===== config.mk =====
export PLATFORM = sky130hd
export DESIGN_NAME = indexed_sequence_store_unit
export DESIGN_NICKNAME = d
export VERILOG_FILES = /design/src/sv/iss_pkg.sv /design/src/sv/indexed_sequence_store_unit.sv
export SDC_FILE = /design/constraint.sdc
export NUM_CORES = 2
export LEC_CHECK = 0
export BUFFER_PORTS_ARGS = -buffer_cell sky130_fd_sc_hd__buf_2
export CAP_MARGIN = 15
export CORE_UTILIZATION = 40
export CTS_CLUSTER_SIZE = 20
export DETAILED_ROUTE_END_ITERATION = 10
export PLACE_DENSITY_LB_ADDON = 0.1
export SYNTH_ARGS = -nofsm -noshare
export SYNTH_HDL_FRONTEND = slang
export SYNTH_SLANG_ARGS = --single-unit

===== constraint.sdc =====
create_clock -name i_clk -period 5.6 [get_ports i_clk]
set_clock_uncertainty 0.1 [all_clocks]
set_input_delay 1.12 -clock i_clk [delete_from_list [all_inputs] [get_ports i_clk]]
set_output_delay 1.12 -clock i_clk [all_outputs]
set_load 0.05 [all_outputs]

===== src/sv/iss_pkg.sv =====
// shared widths and command codes for the indexed sequence store
`default_nettype none

package iss_pkg;

    localparam int MODE_W      = 2;
    localparam int INDEX_W     = 8;
    localparam int VALUE_W     = 16;
    localparam int ENTRY_W     = 4 * VALUE_W;
    localparam int COUNT_OUT_W = 7;

    localparam logic [MODE_W-1:0] MODE_INSERT = 2'd0;
    localparam logic [MODE_W-1:0] MODE_READ   = 2'd1;
    localparam logic [MODE_W-1:0] MODE_DELETE = 2'd2;

    typedef logic [ENTRY_W-1:0] t_entry;

endpackage

`default_nettype wire


===== src/sv/indexed_sequence_store_unit.sv =====
// ordered sequence of four-value entries with insert, read and delete by position
//
// A command is taken when start is high and busy is low; its result appears on the
// o_ ports, marked by o_done for one cycle, and cannot be held off by the receiver.
// The entries live in one memory with a registered read and a single write
// port. Entries move one per cycle through that port: an insert at position p moves
// the entries from p up by one place and then writes the new one (an append only
// writes), a delete at p moves the entries above p down by one place (none for the
// last entry), and a rejected command (bad index, full store, unused mode) strobes
// o_done in the cycle after it is taken. busy is high between a transfer and its o_done.
`default_nettype none

module indexed_sequence_store_unit #(
    parameter int CAPACITY = 64
) (
    input  wire logic                                  i_clk,
    input  wire logic                                  i_rst_n,
    input  wire logic                                  start,
    output logic                                       busy,
    input  wire logic        [iss_pkg::MODE_W-1:0]     i_mode,
    input  wire logic signed [iss_pkg::INDEX_W-1:0]    i_index,
    input  wire logic signed [iss_pkg::VALUE_W-1:0]    i_value_a,
    input  wire logic signed [iss_pkg::VALUE_W-1:0]    i_value_b,
    input  wire logic signed [iss_pkg::VALUE_W-1:0]    i_value_c,
    input  wire logic signed [iss_pkg::VALUE_W-1:0]    i_value_d,
    output logic                                       o_done,
    output logic                                       o_ok,
    output logic signed      [iss_pkg::VALUE_W-1:0]    o_read_a,
    output logic signed      [iss_pkg::VALUE_W-1:0]    o_read_b,
    output logic signed      [iss_pkg::VALUE_W-1:0]    o_read_c,
    output logic signed      [iss_pkg::VALUE_W-1:0]    o_read_d,
    output logic             [iss_pkg::COUNT_OUT_W-1:0] o_entry_count
);
    import iss_pkg::*;

    localparam int AW   = (CAPACITY > 1) ? $clog2(CAPACITY) : 1;
    localparam int CW   = $clog2(CAPACITY + 1);
    localparam int CMPW = (CW > INDEX_W) ? CW : INDEX_W;

    typedef enum logic [2:0] {
        S_IDLE,
        S_INS_SHIFT,
        S_INS_DRAIN,
        S_INS_PUT,
        S_RD_ISSUE,
        S_RD_DATA,
        S_DEL_SHIFT,
        S_DEL_DRAIN
    } t_state;

    t_state          r_state;
    logic [CW-1:0]   r_count;
    logic [AW-1:0]   r_addr;
    logic [AW-1:0]   r_end;
    logic [AW-1:0]   r_pos;
    logic            r_wr_pend;
    logic [AW-1:0]   r_wr_addr;
    t_entry          r_new;
    t_entry          r_rdata;
    t_entry          r_mem [CAPACITY];
    logic            r_done;
    logic            r_ok;
    t_entry          r_result;

    // index decode
    logic            idx_m1;
    logic            idx_neg;
    logic [CMPW-1:0] idx_mag;
    logic [CMPW-1:0] count_ext;
    logic            ins_ok;
    logic [AW-1:0]   ins_pos;
    logic            ex_ok;
    logic [AW-1:0]   ex_pos;
    logic [AW-1:0]   last_addr;

    logic            mem_we;
    logic [AW-1:0]   mem_waddr;
    t_entry          mem_wdata;

    always_comb begin
        idx_m1    = &i_index;
        idx_neg   = i_index[INDEX_W-1];
        idx_mag   = CMPW'(i_index[INDEX_W-2:0]);
        count_ext = CMPW'(r_count);
        last_addr = AW'(r_count - CW'(1));
        ins_ok    = (idx_m1 || (!idx_neg && idx_mag <= count_ext))
                    && (r_count < CW'(CAPACITY));
        ins_pos   = idx_m1 ? AW'(r_count) : AW'(idx_mag);
        ex_ok     = (idx_m1 && r_count != '0) || (!idx_neg && idx_mag < count_ext);
        ex_pos    = idx_m1 ? last_addr : AW'(idx_mag);
    end

    // pending shifted entry has the port, otherwise the new entry goes in
    always_comb begin
        mem_we    = r_wr_pend || (r_state == S_INS_PUT);
        mem_waddr = r_wr_pend ? r_wr_addr : r_pos;
        mem_wdata = r_wr_pend ? r_rdata : r_new;
    end

    always_ff @(posedge i_clk) begin
        if (mem_we) begin
            r_mem[mem_waddr] <= mem_wdata;
        end
        r_rdata <= r_mem[r_addr];
    end

    always_ff @(posedge i_clk) begin
        if (!i_rst_n) begin
            r_state   <= S_IDLE;
            r_count   <= '0;
            r_wr_pend <= 1'b0;
            r_done    <= 1'b0;
            r_ok      <= 1'b0;
            r_result  <= '0;
        end else begin
            r_done    <= 1'b0;
            r_wr_pend <= 1'b0;
            unique case (r_state)
                S_IDLE: begin
                    if (start) begin
                        r_new <= {i_value_d, i_value_c, i_value_b, i_value_a};
                        if (i_mode == MODE_INSERT && ins_ok) begin
                            r_pos <= ins_pos;
                            if (CW'(ins_pos) == r_count) begin
                                r_state <= S_INS_PUT;
                            end else begin
                                r_addr  <= last_addr;
                                r_end   <= ins_pos;
                                r_state <= S_INS_SHIFT;
                            end
                        end else if (i_mode == MODE_READ && ex_ok) begin
                            r_addr  <= ex_pos;
                            r_state <= S_RD_ISSUE;
                        end else if (i_mode == MODE_DELETE && ex_ok) begin
                            if (ex_pos == last_addr) begin
                                r_count  <= r_count - CW'(1);
                                r_done   <= 1'b1;
                                r_ok     <= 1'b1;
                                r_result <= '0;
                            end else begin
                                r_addr  <= ex_pos + AW'(1);
                                r_end   <= last_addr;
                                r_state <= S_DEL_SHIFT;
                            end
                        end else begin
                            // rejected command, nothing changes
                            r_done   <= 1'b1;
                            r_ok     <= 1'b0;
                            r_result <= '0;
                        end
                    end
                end
                S_INS_SHIFT: begin
                    // entry read now is written one place up next cycle
                    r_wr_pend <= 1'b1;
                    r_wr_addr <= r_addr + AW'(1);
                    if (r_addr == r_end) begin
                        r_state <= S_INS_DRAIN;
                    end else begin
                        r_addr <= r_addr - AW'(1);
                    end
                end
                S_INS_DRAIN: begin
                    r_state <= S_INS_PUT;
                end
                S_INS_PUT: begin
                    r_count  <= r_count + CW'(1);
                    r_done   <= 1'b1;
                    r_ok     <= 1'b1;
                    r_result <= '0;
                    r_state  <= S_IDLE;
                end
                S_RD_ISSUE: begin
                    r_state <= S_RD_DATA;
                end
                S_RD_DATA: begin
                    r_done   <= 1'b1;
                    r_ok     <= 1'b1;
                    r_result <= r_rdata;
                    r_state  <= S_IDLE;
                end
                S_DEL_SHIFT: begin
                    // entry read now is written one place down next cycle
                    r_wr_pend <= 1'b1;
                    r_wr_addr <= r_addr - AW'(1);
                    if (r_addr == r_end) begin
                        r_state <= S_DEL_DRAIN;
                    end else begin
                        r_addr <= r_addr + AW'(1);
                    end
                end
                S_DEL_DRAIN: begin
                    r_count  <= r_count - CW'(1);
                    r_done   <= 1'b1;
                    r_ok     <= 1'b1;
                    r_result <= '0;
                    r_state  <= S_IDLE;
                end
                default: begin
                    r_state <= S_IDLE;
                end
            endcase
        end
    end

    assign busy          = (r_state != S_IDLE);
    assign o_done        = r_done;
    assign o_ok          = r_ok;
    assign o_read_a      = r_result[VALUE_W-1:0];
    assign o_read_b      = r_result[2*VALUE_W-1:VALUE_W];
    assign o_read_c      = r_result[3*VALUE_W-1:2*VALUE_W];
    assign o_read_d      = r_result[4*VALUE_W-1:3*VALUE_W];
    assign o_entry_count = COUNT_OUT_W'(r_count);

endmodule

`default_nettype wire


==> impl_metrics.json <==
{
  "status": "finished, final reports clean",
  "initial_core_util_pct": 40.22,
  "crit_chain": "nand3_1 -> o21ai_0 -> nand2_1 -> nor2_4 -> buf_12",
  "design_area_um2": 190400,
  "placed_cells": 13189,
  "cap_viol_max_count": 0,
  "clkTransAtPathRegs_ps": 60,
  "cts_buffers": 460,
  "synth_edf_count": 4184,
  "cp_num_buf_inv": 1,
  "ys_ff_latch": 4325,
  "powerDensity_nw_per_um2": 369.6,
  "max_stage_delay_ps": 1020,
  "worst_pin_slew_ps": 1203,
  "ys.flop_type": "edfxtp_1",
  "area_growth_pct": 15.42,
  "timing.setup.tns_ps": 0,
  "synth.top_cell.area_share_pct": 76.15,
  "slew_headroom_pct": 19.77,
  "crit_fanout": 23,
  "synth_area_leader_cell": "edfxtp_1",
  "io_pins": 151,
  "post-cts-setup-buffers": 0,
  "ys_seq_area_share_pct": 77.86,
  "gr-usage-met3_pct": 3.486,
  "drc": 0,
  "fill_cells": 34067,
  "drt_iter0_markers": 9887,
  "synthArstFlopShare_pct": 0,
  "required_ps": 6130,
  "syn_inst": 7757,
  "cts_tree": "done",
  "fp.dieW_um": 644.2,
  "layout.cells.non_filler": 14079,
  "antenna_found_initial": 16,
  "grt-ovfl-total": 0,
  "antenna_left": 0,
  "max_freq_mhz": 241.3,
  "ys_types": 68,
  "cp-start-kind": "flop",
  "grtUsageMet2_pct": 40.71,
  "io_buffer_count": 150,
  "crit_type": "flop to flop",
  "arrival_ps": 4680,
  "drive_above_1_share_pct": 24.46,
  "std_cell_rows": 235,
  "h-tree-depth": 5,
  "grt_pass1_wl_um": 720800,
  "wire_per_inst_um": 37.60,
  "rsz0062_at_grt": "no",
  "syn_area_um2": 165000,
  "leakage_nw": 60.56,
  "ir_worst_vdd_mv": 0.2867,
  "die_h_um": 644.2,
  "finalHoldViolCount": 0,
  "place_congestion": 0.8092,
  "final-max-slew-violation-count": 0,
  "clk_latency_ps": 1030,
  "crit_slowest_cell": "nor2_4",
  "wl_um": 529400,
  "grtUsageTotal_pct": 25.13,
  "yosysMostFrequentCell": "edfxtp_1",
  "end_kind": "flop",
  "vias": 85624,
  "coreArea_um2": 410200,
  "die_area_um2": 415000,
  "synth.area.top_cells": "edfxtp_1 (76%), mux4_2 (11%), mux2i_1 (3.7%)",
  "crit_family": "simple AND/OR/NAND/NOR gates",
  "fin_crit_ps": 4143,
  "grt.busiest_layer": "met2",
  "grt_pass1_vias": 84539,
  "cts_buffer_depth": 4,
  "hold_buffers": 0,
  "ctsResizeCount": 0,
  "drt_first_pass_iters": 6,
  "nets": 8308,
  "routed_via_density": 6.082,
  "root_buffer": "clkbuf_16",
  "synth.avg_cell_area_um2": 21.27,
  "cts.sinks": 4325,
  "synth_common_cells": "edfxtp_1 (4,184), mux4_2 (809), mux2i_1 (614)",
  "setup_viol": 0,
  "use_met1_pct": 36.50,
  "dp_hpwl_um": 265300,
  "yosysWarnings": 0,
  "syn-num-nets": 7847,
  "place_area_um2": 175000,
  "hp-class": "input port to flop",
  "period_share_pct": 73.99,
  "grt_max_degree": 120
}
[layer usage]
metal	wire length [um]	vias to the layer above
li1	-	33882
met1	230800	47752
met2	253500	3376
met3	34280	612
met4	10810	2
met5	13	-
[metrics by stage]
step | total power, mW | hold slack (ps) | setup slack [ps] | util [%]
finish | 70.38 | 171.3 | 1457 | 46.43
global route | 72.31 | 123.2 | 1395 | 46.42
CTS | 70.88 | 82.66 | 1571 | 46.33
detailed placement | 40.69 | 353.9 | 1472 | 42.66
global placement | 40.61 | 344.0 | 1436 | 42.66
floorplan | 39.12 | 336.7 | 781.6 | -
[placed cells by master, fill, tap and decap left out, types with 142 or more instances in the layout]
cell	instances
edfxtp_1	4184
mux4_2	809
mux2i_1	614
clkbuf_16	466
o221ai_1	269
a21oi_1	253
o22ai_1	191
buf_12	159
o21ai_0	154
buf_2	150
buf_4	142
[worst reg2reg max path, cell delays in order (launching register included)]
cell and delay (ps):
dfxtp_1 610, nand3_1 550, o21ai_0 510, nand2_1 540, nor2_4 1020, buf_12 390
[state kept, by name, indices dropped and copies added, names as in the netlist]
register and count:
r_rdata 64, r_result 64, o_entry_count 7, r_wr_addr 6
r_mem 4096, r_wr_pend 1, r_pos 6, r_addr 6
r_end 6, o_ok 1, o_done 1, r_state 3
r_new 64
[report_power, final]
part	switching [mW]	leakage [nW]	total [mW]	internal (mW)
Sequential	0.190	38.8	36.3	36.1
Combinational	2.50	14.4	3.69	1.19
Clock	12.7	7.42	30.4	17.6
[final cells by class]
type	count	area, um^2	area share, %
antenna	9	22.52	0.01183
multi-input combinational	2951	34910	18.33
clock buffer	595	12530	6.578
tap	5451	6820	3.581
sequential	4325	128500	67.46
clock inverter	268	2532	1.330
timing repair buffer	452	5027	2.640
inverter	28	127.6	0.06702
[logic make-up (layout without fill, tap and decap cells)]
| group | Yosys count | in the layout | synth area share (%) |
|---|---|---|---|
| flip-flops | 4325 | 4325 | 77.86 |
| multiplexers | 1503 | 1503 | 15.31 |
| AO/OA/AOI/OAI | 1065 | 1065 | 4.370 |
| buffers and inverters | 481 | 1343 | 1.306 |
| AND/OR/NAND/NOR | 350 | 350 | 0.9442 |
| XOR/XNOR | 20 | 20 | 0.1062 |
| adder cells (fa/ha/maj) | 13 | 13 | 0.09859 |
| other | 0 | 9 | 0 |
[final timing paths]
kind	end	cells after the start	slack, ps	from
hold reg to reg	r_result[39]	1	370	r_rdata[39]
setup / recovery	r_mem[35][52]	5	1460	r_state[0]
setup reg to reg	r_mem[35][52]	5	1460	r_state[0]
hold / removal	r_new[4]	1	170	i_value_a[4]
Power figures use the tool's default switching activity.
